--- src/design/assert_macros.svh ---
// ----------------------------------------------------------------------------
// Assertion macros
// Shared concurrent assertion wrappers for the task slot queue.
// ----------------------------------------------------------------------------
`ifndef ASSERT_MACROS_SVH
`define ASSERT_MACROS_SVH

// Checked on every rising edge while the block is out of reset.
`define TSQ_ASSERT(label, clk, rst_n, prop, msg) \
  label: assert property (@(posedge clk) disable iff (!rst_n) prop) \
    else $error(msg);

// Checked on every rising edge, reset included.
`define TSQ_ASSERT_ALWAYS(label, clk, prop, msg) \
  label: assert property (@(posedge clk) prop) else $error(msg);

`endif

--- src/design/tsq_pkg.sv ---
// ----------------------------------------------------------------------------
// tsq_pkg
// Types and constants shared by the task slot queue modules.
// ----------------------------------------------------------------------------
package tsq_pkg;

  // Slot count is fixed by the 4-bit slot fields on the ports.
  localparam int SLOTS  = 16;
  localparam int SLOT_W = 4;
  localparam int PTR_W  = SLOT_W + 1;   // slot number or the none marker
  localparam int GEN_W  = 32;
  localparam int WORD_W = 64;

  // The none marker is the value SLOTS.
  localparam logic [PTR_W-1:0] NONE_PTR = PTR_W'(SLOTS);

  typedef enum logic [1:0] {
    CMD_ENQUEUE  = 2'd0,
    CMD_DISPATCH = 2'd1,
    CMD_COMPLETE = 2'd2,
    CMD_QUERY    = 2'd3
  } cmd_t;

  typedef enum logic [1:0] {
    ST_OK       = 2'd0,
    ST_FULL     = 2'd1,
    ST_EMPTY    = 2'd2,
    ST_NOT_BUSY = 2'd3
  } status_t;

  typedef enum logic [1:0] {
    PH_FREE    = 2'd0,
    PH_PENDING = 2'd1,
    PH_BUSY    = 2'd2
  } phase_t;

  typedef struct packed {
    cmd_t               cmd;
    logic [SLOT_W-1:0]  slot_index;
    logic [GEN_W-1:0]   query_generation;
    logic [WORD_W-1:0]  proc_handle;
    logic [WORD_W-1:0]  arg_word;
  } item_t;

  typedef struct packed {
    status_t            status;
    logic [SLOT_W-1:0]  slot;
    logic [GEN_W-1:0]   generation;
    logic [WORD_W-1:0]  proc_word;
    logic [WORD_W-1:0]  arg_word;
    logic               finished;
  } result_t;

  // List occupancy flags exported by the engine for checking.
  typedef struct packed {
    logic free_none;
    logic pend_none;
    logic any_free;
    logic any_pend;
  } occ_t;

endpackage

--- src/design/tsq_in_stage.sv ---
// ----------------------------------------------------------------------------
// tsq_in_stage
// Input register: captures one command beat and holds it until executed.
// ----------------------------------------------------------------------------
module tsq_in_stage (
  input  logic           clk,
  input  logic           rst_n,
  input  logic           in_valid,
  output logic           in_stall,
  input  tsq_pkg::item_t item,
  input  logic           advance,
  output logic           valid_r,
  output tsq_pkg::item_t item_r
);

  logic valid_nxt;
  logic load;

  // The held beat leaves when the engine executes it.
  assign in_stall = valid_r && !advance;
  assign load     = in_valid && !in_stall;

  always_comb begin
    if (load) begin
      valid_nxt = 1'b1;
    end else if (advance) begin
      valid_nxt = 1'b0;
    end else begin
      valid_nxt = valid_r;
    end
  end

  always_ff @(posedge clk) begin
    if (!rst_n) begin
      valid_r <= 1'b0;
    end else begin
      valid_r <= valid_nxt;
    end
  end

  always_ff @(posedge clk) begin
    if (load) begin
      item_r <= item;
    end
  end

endmodule

--- src/design/tsq_engine.sv ---
// ----------------------------------------------------------------------------
// tsq_engine
// Slot table, free and pending list heads, and command execution.
// ----------------------------------------------------------------------------
module tsq_engine (
  input  logic             clk,
  input  logic             rst_n,
  input  logic             fire,
  input  tsq_pkg::item_t   item,
  output tsq_pkg::result_t res_nxt,
  output tsq_pkg::occ_t    occ
);

  localparam int SLOTS  = tsq_pkg::SLOTS;
  localparam int SLOT_W = tsq_pkg::SLOT_W;
  localparam int PTR_W  = tsq_pkg::PTR_W;
  localparam int GEN_W  = tsq_pkg::GEN_W;
  localparam int WORD_W = tsq_pkg::WORD_W;

  localparam logic [PTR_W-1:0] NONE_LIMIT = tsq_pkg::NONE_PTR;

  logic [WORD_W-1:0]     slot_proc_r    [SLOTS];
  logic [WORD_W-1:0]     slot_arg_r     [SLOTS];
  logic [GEN_W-1:0]      slot_gen_r     [SLOTS];
  logic [PTR_W-1:0]      free_link_r    [SLOTS];
  logic [PTR_W-1:0]      pending_link_r [SLOTS];
  tsq_pkg::phase_t       slot_phase_r   [SLOTS];
  logic [PTR_W-1:0]      free_head_r;
  logic [PTR_W-1:0]      free_head_nxt;
  logic [PTR_W-1:0]      pending_head_r;
  logic [PTR_W-1:0]      pending_head_nxt;

  // Every command reads and writes at most one slot, so one address serves.
  logic [SLOT_W-1:0]     sel;
  logic                  free_ok;
  logic                  pend_ok;
  logic                  idx_ok;
  logic [GEN_W-1:0]      gen_rd;

  logic                  fl_we;
  logic [PTR_W-1:0]      fl_data;
  logic                  pl_we;
  logic [PTR_W-1:0]      pl_data;
  logic                  ph_we;
  tsq_pkg::phase_t       ph_data;
  logic                  gen_we;
  logic                  desc_we;

  assign free_ok = free_head_r < NONE_LIMIT;
  assign pend_ok = pending_head_r < NONE_LIMIT;
  assign idx_ok  = PTR_W'(item.slot_index) < NONE_LIMIT;

  always_comb begin
    unique case (item.cmd)
      tsq_pkg::CMD_ENQUEUE:  sel = free_head_r[SLOT_W-1:0];
      tsq_pkg::CMD_DISPATCH: sel = pending_head_r[SLOT_W-1:0];
      default:               sel = item.slot_index;
    endcase
  end

  assign gen_rd = slot_gen_r[sel];

  always_comb begin
    res_nxt            = '0;
    res_nxt.status     = tsq_pkg::ST_OK;
    free_head_nxt      = free_head_r;
    pending_head_nxt   = pending_head_r;
    fl_we              = 1'b0;
    fl_data            = tsq_pkg::NONE_PTR;
    pl_we              = 1'b0;
    pl_data            = tsq_pkg::NONE_PTR;
    ph_we              = 1'b0;
    ph_data            = tsq_pkg::PH_FREE;
    gen_we             = 1'b0;
    desc_we            = 1'b0;

    unique case (item.cmd)
      tsq_pkg::CMD_ENQUEUE: begin
        if (free_ok) begin
          free_head_nxt      = free_link_r[sel];
          fl_we              = 1'b1;
          pl_we              = 1'b1;
          pl_data            = pending_head_r;
          pending_head_nxt   = free_head_r;
          ph_we              = 1'b1;
          ph_data            = tsq_pkg::PH_PENDING;
          desc_we            = 1'b1;
          res_nxt.slot       = sel;
          res_nxt.generation = gen_rd;
        end else begin
          res_nxt.status     = tsq_pkg::ST_FULL;
        end
      end
      tsq_pkg::CMD_DISPATCH: begin
        if (pend_ok) begin
          pending_head_nxt   = pending_link_r[sel];
          pl_we              = 1'b1;
          ph_we              = 1'b1;
          ph_data            = tsq_pkg::PH_BUSY;
          res_nxt.slot       = sel;
          res_nxt.generation = gen_rd;
          res_nxt.proc_word  = slot_proc_r[sel];
          res_nxt.arg_word   = slot_arg_r[sel];
        end else begin
          res_nxt.status     = tsq_pkg::ST_EMPTY;
        end
      end
      tsq_pkg::CMD_COMPLETE: begin
        if (idx_ok && slot_phase_r[sel] == tsq_pkg::PH_BUSY) begin
          gen_we             = 1'b1;
          fl_we              = 1'b1;
          fl_data            = free_head_r;
          free_head_nxt      = PTR_W'(sel);
          ph_we              = 1'b1;
          ph_data            = tsq_pkg::PH_FREE;
          res_nxt.slot       = sel;
          res_nxt.generation = gen_rd;
        end else begin
          res_nxt.status     = tsq_pkg::ST_NOT_BUSY;
        end
      end
      default: begin
        if (idx_ok) begin
          res_nxt.slot       = sel;
          res_nxt.generation = gen_rd;
          res_nxt.finished   = gen_rd != item.query_generation;
        end else begin
          res_nxt.status     = tsq_pkg::ST_NOT_BUSY;
        end
      end
    endcase
  end

  always_ff @(posedge clk) begin
    if (!rst_n) begin
      free_head_r    <= '0;
      pending_head_r <= tsq_pkg::NONE_PTR;
      for (int i = 0; i < SLOTS; i++) begin
        // The last entry gets SLOTS, which is the none marker.
        free_link_r[i]    <= PTR_W'(i + 1);
        pending_link_r[i] <= tsq_pkg::NONE_PTR;
        slot_phase_r[i]   <= tsq_pkg::PH_FREE;
        slot_gen_r[i]     <= '0;
      end
    end else if (fire) begin
      free_head_r    <= free_head_nxt;
      pending_head_r <= pending_head_nxt;
      if (fl_we) begin
        free_link_r[sel] <= fl_data;
      end
      if (pl_we) begin
        pending_link_r[sel] <= pl_data;
      end
      if (ph_we) begin
        slot_phase_r[sel] <= ph_data;
      end
      if (gen_we) begin
        slot_gen_r[sel] <= gen_rd + GEN_W'(1);
      end
    end
  end

  always_ff @(posedge clk) begin
    if (fire && desc_we) begin
      slot_proc_r[sel] <= item.proc_handle;
      slot_arg_r[sel]  <= item.arg_word;
    end
  end

  always_comb begin
    occ.free_none = !free_ok;
    occ.pend_none = !pend_ok;
    occ.any_free  = 1'b0;
    occ.any_pend  = 1'b0;
    for (int i = 0; i < SLOTS; i++) begin
      occ.any_free = occ.any_free | (slot_phase_r[i] == tsq_pkg::PH_FREE);
      occ.any_pend = occ.any_pend | (slot_phase_r[i] == tsq_pkg::PH_PENDING);
    end
  end

endmodule

--- src/design/tsq_out_stage.sv ---
// ----------------------------------------------------------------------------
// tsq_out_stage
// Result register: holds one result beat until the consumer takes it.
// ----------------------------------------------------------------------------
module tsq_out_stage (
  input  logic             clk,
  input  logic             rst_n,
  input  logic             load,
  input  tsq_pkg::result_t res_nxt,
  input  logic             out_stall,
  output logic             room,
  output logic             valid_r,
  output tsq_pkg::result_t res_r
);

  logic valid_nxt;

  // A new result may enter when the register is empty or is being drained.
  assign room = !valid_r || !out_stall;

  always_comb begin
    if (load) begin
      valid_nxt = 1'b1;
    end else if (out_stall) begin
      valid_nxt = valid_r;
    end else begin
      valid_nxt = 1'b0;
    end
  end

  always_ff @(posedge clk) begin
    if (!rst_n) begin
      valid_r <= 1'b0;
    end else begin
      valid_r <= valid_nxt;
    end
  end

  always_ff @(posedge clk) begin
    if (load) begin
      res_r <= res_nxt;
    end
  end

endmodule

--- src/design/task_slot_queue_with_generations.sv ---
// ----------------------------------------------------------------------------
// task_slot_queue_with_generations
// Path: command beats go through the input register, then the output register.
// Throughput: one command per cycle while the consumer keeps up.
// Reset: synchronous, active low; all slots free, nothing pending, gens zero.
// ----------------------------------------------------------------------------
`include "assert_macros.svh"

// The block keeps a table of task slots. Free slots sit on a free stack and
// enqueued slots on a pending stack, both threaded through per-slot link
// fields, so a command touches at most the two list heads and one slot entry.
//
// Data flow: an accepted command beat is captured in the input register.
// Once the output has room, the engine executes it on the slot table, updates
// the list heads and the addressed slot, and the result is written into the
// output register. The input register is freed in the same cycle, so a new
// command can be accepted every cycle while the consumer keeps up. When the
// consumer stalls, the output register holds its beat, the engine stops,
// and the input register back-pressures the producer.
//
// Because each command's state update lands at the same edge that its
// result is registered, the next command always sees the updated lists.
module task_slot_queue_with_generations (
  input  logic        clk,
  input  logic        rst_n,

  input  logic        in_valid,
  output logic        in_stall,
  input  logic [1:0]  in_cmd,
  input  logic [3:0]  in_slot_index,
  input  logic [31:0] in_query_generation,
  input  logic [63:0] in_proc_handle,
  input  logic [63:0] in_arg_word,

  output logic        out_valid,
  input  logic        out_stall,
  output logic [1:0]  out_status,
  output logic [3:0]  out_slot,
  output logic [31:0] out_generation,
  output logic [63:0] out_proc,
  output logic [63:0] out_arg,
  output logic        out_finished
);

  tsq_pkg::item_t   in_item;
  tsq_pkg::item_t   item_r;
  logic             item_valid_r;
  tsq_pkg::result_t res_nxt;
  tsq_pkg::result_t res_r;
  tsq_pkg::occ_t    occ;
  logic             room;
  logic             fire;

  // Pack the command beat into one word for the input register.
  always_comb begin
    in_item.cmd              = tsq_pkg::cmd_t'(in_cmd);
    in_item.slot_index       = in_slot_index;
    in_item.query_generation = in_query_generation;
    in_item.proc_handle      = in_proc_handle;
    in_item.arg_word         = in_arg_word;
  end

  // The held command executes whenever the output register can take its
  // result.
  assign fire = item_valid_r && room;

  tsq_in_stage u_in (
    .clk      (clk),
    .rst_n    (rst_n),
    .in_valid (in_valid),
    .in_stall (in_stall),
    .item     (in_item),
    .advance  (fire),
    .valid_r  (item_valid_r),
    .item_r   (item_r)
  );

  tsq_engine u_engine (
    .clk     (clk),
    .rst_n   (rst_n),
    .fire    (fire),
    .item    (item_r),
    .res_nxt (res_nxt),
    .occ     (occ)
  );

  tsq_out_stage u_out (
    .clk       (clk),
    .rst_n     (rst_n),
    .load      (fire),
    .res_nxt   (res_nxt),
    .out_stall (out_stall),
    .room      (room),
    .valid_r   (out_valid),
    .res_r     (res_r)
  );

  // Unpack the registered result onto the result ports.
  assign out_status     = res_r.status;
  assign out_slot       = res_r.slot;
  assign out_generation = res_r.generation;
  assign out_proc       = res_r.proc_word;
  assign out_arg        = res_r.arg_word;
  assign out_finished   = res_r.finished;

  // The free stack is empty exactly when no slot is in the free phase.
  `TSQ_ASSERT(a_free_list_consistent, clk, rst_n, occ.free_none == !occ.any_free,
              "free head disagrees with slot phases")
  // The pending stack is empty exactly when no slot is pending.
  `TSQ_ASSERT(a_pend_list_consistent, clk, rst_n, occ.pend_none == !occ.any_pend,
              "pending head disagrees with slot phases")
  // A held command with an empty result register must produce a result.
  `TSQ_ASSERT(a_no_lost_beat, clk, rst_n, item_valid_r && !out_valid |=> out_valid,
              "held command did not reach the result register")
  // Reset empties both the input and the result register.
  `TSQ_ASSERT_ALWAYS(a_reset_empty, clk, !rst_n |=> !out_valid && !item_valid_r,
                     "pipeline not empty after reset")

endmodule
--- config.mk ---
export PLATFORM = sky130hd
export DESIGN_NAME = task_slot_queue_with_generations
export DESIGN_NICKNAME = d
export VERILOG_FILES = /design/src/design/tsq_pkg.sv /design/src/design/tsq_in_stage.sv /design/src/design/tsq_engine.sv /design/src/design/tsq_out_stage.sv /design/src/design/task_slot_queue_with_generations.sv
export VERILOG_INCLUDE_DIRS = /design/src /design/src/design
export SDC_FILE = /design/constraint.sdc
export NUM_CORES = 2
export LEC_CHECK = 0
export BUFFER_PORTS_ARGS = -buffer_cell sky130_fd_sc_hd__buf_2
export CAP_MARGIN = 10
export CORE_MARGIN = 4
export CORE_UTILIZATION = 25
export CTS_BUF_LIST = sky130_fd_sc_hd__clkbuf_4 sky130_fd_sc_hd__clkbuf_8
export DETAILED_ROUTE_END_ITERATION = 7
export SLEW_MARGIN = 15
export SYNTH_ARGS = -nofsm -noshare
export SYNTH_HDL_FRONTEND = slang
export SYNTH_HIERARCHICAL = 1
export SYNTH_SLANG_ARGS = --single-unit
--- constraint.sdc ---
create_clock -name clk -period 14 [get_ports clk]
set_clock_uncertainty 0.05 [all_clocks]
set_input_delay 1.4 -clock clk [delete_from_list [all_inputs] [get_ports clk]]
set_output_delay 1.4 -clock clk [all_outputs]
set_load 0.02 [all_outputs]
After elaboration in Yosys (flattened, before gate mapping)
Memories as Yosys holds them, arrays and structs flattened.
Index checks and enable logic that the tools add are counted.
Word-level totals
  flip-flop bits (word level): 345
  RAM bits: 2752
  input port bits: 170
  memories kept: 6
Memory list
  u_engine.slot_arg_r: words 16, bits a word 64, read ports 1, clocked after memory_dff 0, wr ports 1, RTL line tsq_engine.sv:23  | logic [WORD_W-1:0] slot_arg_r [SLOTS];
  u_engine.slot_proc_r: words 16, bits a word 64, read ports 1, clocked after memory_dff 0, wr ports 1, RTL line tsq_engine.sv:22  | logic [WORD_W-1:0] slot_proc_r [SLOTS];
  u_engine.slot_gen_r: words 16, bits a word 32, read ports 1, clocked after memory_dff 0, wr ports 16, RTL line tsq_engine.sv:24  | logic [GEN_W-1:0] slot_gen_r [SLOTS];
  u_engine.free_link_r: words 16, bits a word 5, read ports 1, clocked after memory_dff 0, wr ports 16, RTL line tsq_engine.sv:25  | logic [PTR_W-1:0] free_link_r [SLOTS];
  u_engine.pending_link_r: words 16, bits a word 5, read ports 1, clocked after memory_dff 0, wr ports 16, RTL line tsq_engine.sv:26  | logic [PTR_W-1:0] pending_link_r [SLOTS];
  u_engine.slot_phase_r: words 16, bits a word 2, read ports 1, clocked after memory_dff 0, wr ports 16, RTL line tsq_engine.sv:27  | tsq_pkg::phase_t slot_phase_r [SLOTS];
Cells by class
  $add $sub $neg: 1
  $lt $le $gt $ge: 2
  equality and inequality tests: 8
  mux-type cells: 64
  reduce and logical (&&, ||, !) cells: 21
Operator list (count)
  $mux W164: 1
  $pmux W38 S3: 1
  $mux W36: 2
  $mux W5: 10
  $mux W1: 34
  $add A32 B1 Y32 const B: 1
  $mux W32: 1
  $ne A32 B32 Y1: 1
  $reduce_or A32 Y1: 1
  $pmux W5 S2: 2
  $mux W4: 4
  $lt A5 B5 Y1 const B: 2
  $reduce_or A5 Y1: 2
  $mux W2: 4
  $ne A2 B1 Y1 const B: 4
  $pmux W4 S2: 1
  $reduce_and A4 Y1: 2
  $reduce_bool A2 Y1: 3
  $eq A2 B2 Y1 const B: 2
  $logic_and A1 B1 Y1: 4
  $logic_not A1 Y1: 4
  $pmux W1 S2: 2
  $pmux W2 S2: 1
  $pmux W1 S3: 1
  6 further kinds: 6

Longest topological paths before layout
An unclocked memory read counts as a cell.
  word-level depth: 12
  depth in mapped cells: 22

By module
Netlist, hierarchy kept.
By module, submodules not included
  tsq_engine: times used 1, cells each 6419, area each 111869.8 sq um, seq. area each 82839.4 sq um
  tsq_out_stage: times used 1, cells each 171, area each 5049.8 sq um, seq. area each 5034.8 sq um
  tsq_in_stage: times used 1, cells each 170, area each 5032.3 sq um, seq. area each 5004.8 sq um
  task_slot_queue_with_generations: times used 1, cells each 1, area each 6.3 sq um, seq. area each 0.0 sq um

Worst setup path before layout
No wires, ideal clock.
  path kind: input -> register
  from: input out_stall
  to: register u_in/item_r[0] (netlist name)
  setup time: 710 ps
  arrival time: 13044 ps
  required time: 13240 ps
  slack: 196 ps
  cell stages on the path: 4
  cell sequence: nand2_1 -> and2_1 -> nor2b_4 -> nor2b_1
On the way
  cells in the longest elaborated chain, start to end: 7
Ends and longest elaborated chain
  start, declared: RTL line task_slot_queue_with_generations.sv:36  | input logic out_stall,
  $logic_not A1 Y1: RTL line tsq_out_stage.sv:19  | assign room = !valid_r || !out_stall;
  $logic_or A1 B1 Y1: RTL line tsq_out_stage.sv:19
  $logic_and A1 B1 Y1: RTL line task_slot_queue_with_generations.sv:65  | assign fire = item_valid_r && room;
  net fire: RTL line task_slot_queue_with_generations.sv:52  | logic fire;
  $logic_not A1 Y1: RTL line tsq_in_stage.sv:20  | assign in_stall = valid_r && !advance;
  $logic_and A1 B1 Y1: RTL line tsq_in_stage.sv:20
  net in_stall: RTL line task_slot_queue_with_generations.sv:28  | output logic in_stall,
  $logic_not A1 Y1: RTL line tsq_in_stage.sv:21  | assign load = in_valid && !in_stall;
  $logic_and A1 B1 Y1: RTL line tsq_in_stage.sv:21
  net u_in.load: RTL line tsq_in_stage.sv:17  | logic load;
The timed path passes the listed nets, and every way through them passes these cells.
A chain may end at the register's enable or synchronous reset.

==> reports/qor.txt <==
Initial DRC Count -> 8,045
dpl hpwl -> 187,000 microns
total power -> 20.1 mW
status -> finished, final reports clean
Gate Count Post-Synth -> 6,735
CP Cell Sequence -> buf_4 -> inv_1 -> a21oi_4 -> buf_4 -> buf_4 -> a21oi_1 -> a211o_1 -> a32oi_1 -> buf_4 -> ha_1 -> inv_1 -> a211oi_1 -> o2111ai_1 -> or4_1 -> nor4_2 -> xor2_2 -> nor2_1
clk slew on worst S/H paths -> 0.06 ns
crit path kind -> flop to flop
post-DR wirelength/cell -> 25.4 microns
Fin Setup TNS -> 0 ns
Final Cycle Share -> 50.0%
Die Wd -> 706 microns
PostCTS Resize Cnt -> 0
Synth Cell Area -> 122,000 sq um
Setup crit start kind -> flop
first-pass GRT wire length -> 508,000 microns
crit-path max cell delay -> 0.83 ns
post-CTS setup buffer count -> 0
Hold Crit Start -> in_arg_word[1]
later-pin clock latency in the skew report -> 1.16 ns
syn avg cell area -> 18.1 sq um
reg-to-reg endpoint -> u_engine/slot_gen_r[2][26]$_SDFFCE_PN0P_
num ports -> 339
Final #Nets -> 7,516
Via Count -> 67,900
Hold Path Class -> input port to flop
Inst Count DP -> 13,300
worst setup margin -> 7.00 ns
R2R cell count -> 17
area delta synth->final -> 16.4%
Finished Layout Cells -> 14,200
CP most frequent cell -> buf_4
Row Count -> 256
Post-DRT Antenna Nets -> 0
Ys Warns -> 6
Max Buffers Root-to-Sink -> 4
Tightest Pin Transition -> 1.20 ns
Placement Setup Slack -> 6.92 ns
minimum clock period -> 7.00 ns
max_cap viols -> 0
Root Buffer -> clkbuf_8
Initial Utilization -> 25.1%
Max Freq -> 143 MHz
Via density -> 4.79
Max Transition Viols Final -> 0
CTS Buf Count -> 533
layout cell share with drive strength beyond 1 -> 26.2%
worst hold path cell count -> 1
RePlAce Congestion -> 0.830
Fin. Hold Viols -> 0
max_slew headroom -> 20.0%
RSZ-0062 raised after global routing -> false
leakage power -> 45.5 nW
final WL -> 361,000 microns
highest-delay cell along the critical path -> buf_4
aggregate global routing overflow -> 0
Max VDD drop -> 0.0984 mV
Vert. Die Dim -> 706 microns
H-tree depth -> 6
r2r setup slk -> 7.00 ns
clk sink count -> 3,097
CTS tree -> built
die area -> 498,000 sq um
Net Count, Synth -> 6,906
number of global-route vias before repair -> 69,700
Setup crit end kind -> flop
GRT Total Usage -> 13.9%
initial antenna violation count -> 40
DR pass1 iterations -> 6
data required time of the worst path -> 14.79 ns
final setup fails -> 0
core footprint -> 486,000 sq um
crit path DAT -> 7.79 ns
hold endpoint -> u_in/item_r[1]$_DFFE_PP_
worst reg2reg startpoint -> u_in/item_r[165]$_DFFE_PP_
largest net degree at the start of global routing -> 143
power density cells -> 142 nW/um^2
critical-path maximum fanout -> 62
DRC viols -> 0
hold_buf cts -> 0
PortBufs -> 338
-- sequential cells by signal, summed over array words and instances, names as in the netlist --
register                 cells
u_engine/slot_arg_r       1024
u_engine/slot_proc_r      1024
u_engine/slot_gen_r        512
u_out/res_r                167
u_in/item_r                166
u_engine/free_link_r        80
u_engine/pending_link_r     80
u_engine/slot_phase_r       32
u_engine/free_head_r         5
u_engine/pending_head_r      5
u_in/valid_r                 1
u_out/valid_r                1
-- placed cells by master, fill, tap and decap left out, drive strengths merged, types with 44 or more instances in the layout --
master  instances
a311oi        134
nor2          670
clkinv        175
xnor2          44
and3          145
nor3           51
edfxtp       3085
mux2i          95
o21ai          60
clkbuf        697
inv            58
a21oi         130
buf           513
mux4          582
nand2         823
nand3          46
-- power by group --
| group | switching, mW | internal, mW | leakage, nW |
|---|---|---|---|
| combinational | 1.05 | 0.541 | 11.3 |
| sequential | 0.143 | 10.4 | 28.9 |
| clock | 3.74 | 4.25 | 5.38 |
-- how the worst max path moves through the flow --
stage	startpoint	slack [ns]	cells past startpoint	to
2_1_floorplan	out_stall	0.20	4	u_in/item_r[0]$_DFFE_PP_
3_3_place_gp	u_in/item_r[165]$_DFFE_PP_	6.67	11	u_out/res_r[7]$_DFFE_PP_
3_5_place_dp	u_in/item_r[165]$_DFFE_PP_	6.92	12	u_out/res_r[56]$_DFFE_PP_
4_1_cts	u_in/item_r[165]$_DFFE_PP_	6.97	12	u_out/res_r[10]$_DFFE_PP_
5_1_grt	u_in/item_r[165]$_DFFE_PP_	6.44	12	u_out/res_r[10]$_DFFE_PP_
6_report	u_in/item_r[165]$_DFFE_PP_	7.00	17	u_engine/slot_gen_r[2][26]$_SDFFCE_PN0P_
-- per-stage QoR --
stage          instance area [sq um]  util (%)  hold slack, ns
2_1_floorplan                 122000         -           0.424
3_3_place_gp                  131000      27.0           0.464
3_5_place_dp                  131000      27.0           0.488
4_1_cts                       142000      29.1           0.203
5_1_grt                       142000      29.2           0.245
6_report                      142000      29.2           0.375
-- worst max-delay path: cells and delay by family (launching register included) --
family | cells | cell delay, ns
and+or+nand+nor | 3 | 1.36
AOI/OAI and AO/OA | 6 | 1.24
DFF | 1 | 0.32
buffers and inverters | 6 | 2.79
adders and majority gates | 1 | 0.22
xor gates and xnor gates | 1 | 0.60
-- routing by layer --
layer	global-route usage [%]	vias to the layer above	wire length, microns
li1	-	27900	-
met1	18.2	35600	142000
met2	22.6	3733	171000
met3	3.55	721	36100
met4	4.46	28	11700
met5	0	-	195
-- area by class of cell --
type | count | area [sq um]
Clock buffer | 697 | 8670
Clock inverter | 225 | 1540
Fill cell | 47700 | 344000
Tap cell | 6450 | 8070
Inverter | 30 | 113
Antenna cell | 6 | 15.0
Timing Repair Buffer | 513 | 3240
Sequential cell | 3097 | 92900
Multi-Input combinational cell | 3170 | 27200
Power figures use the tool's default switching activity.
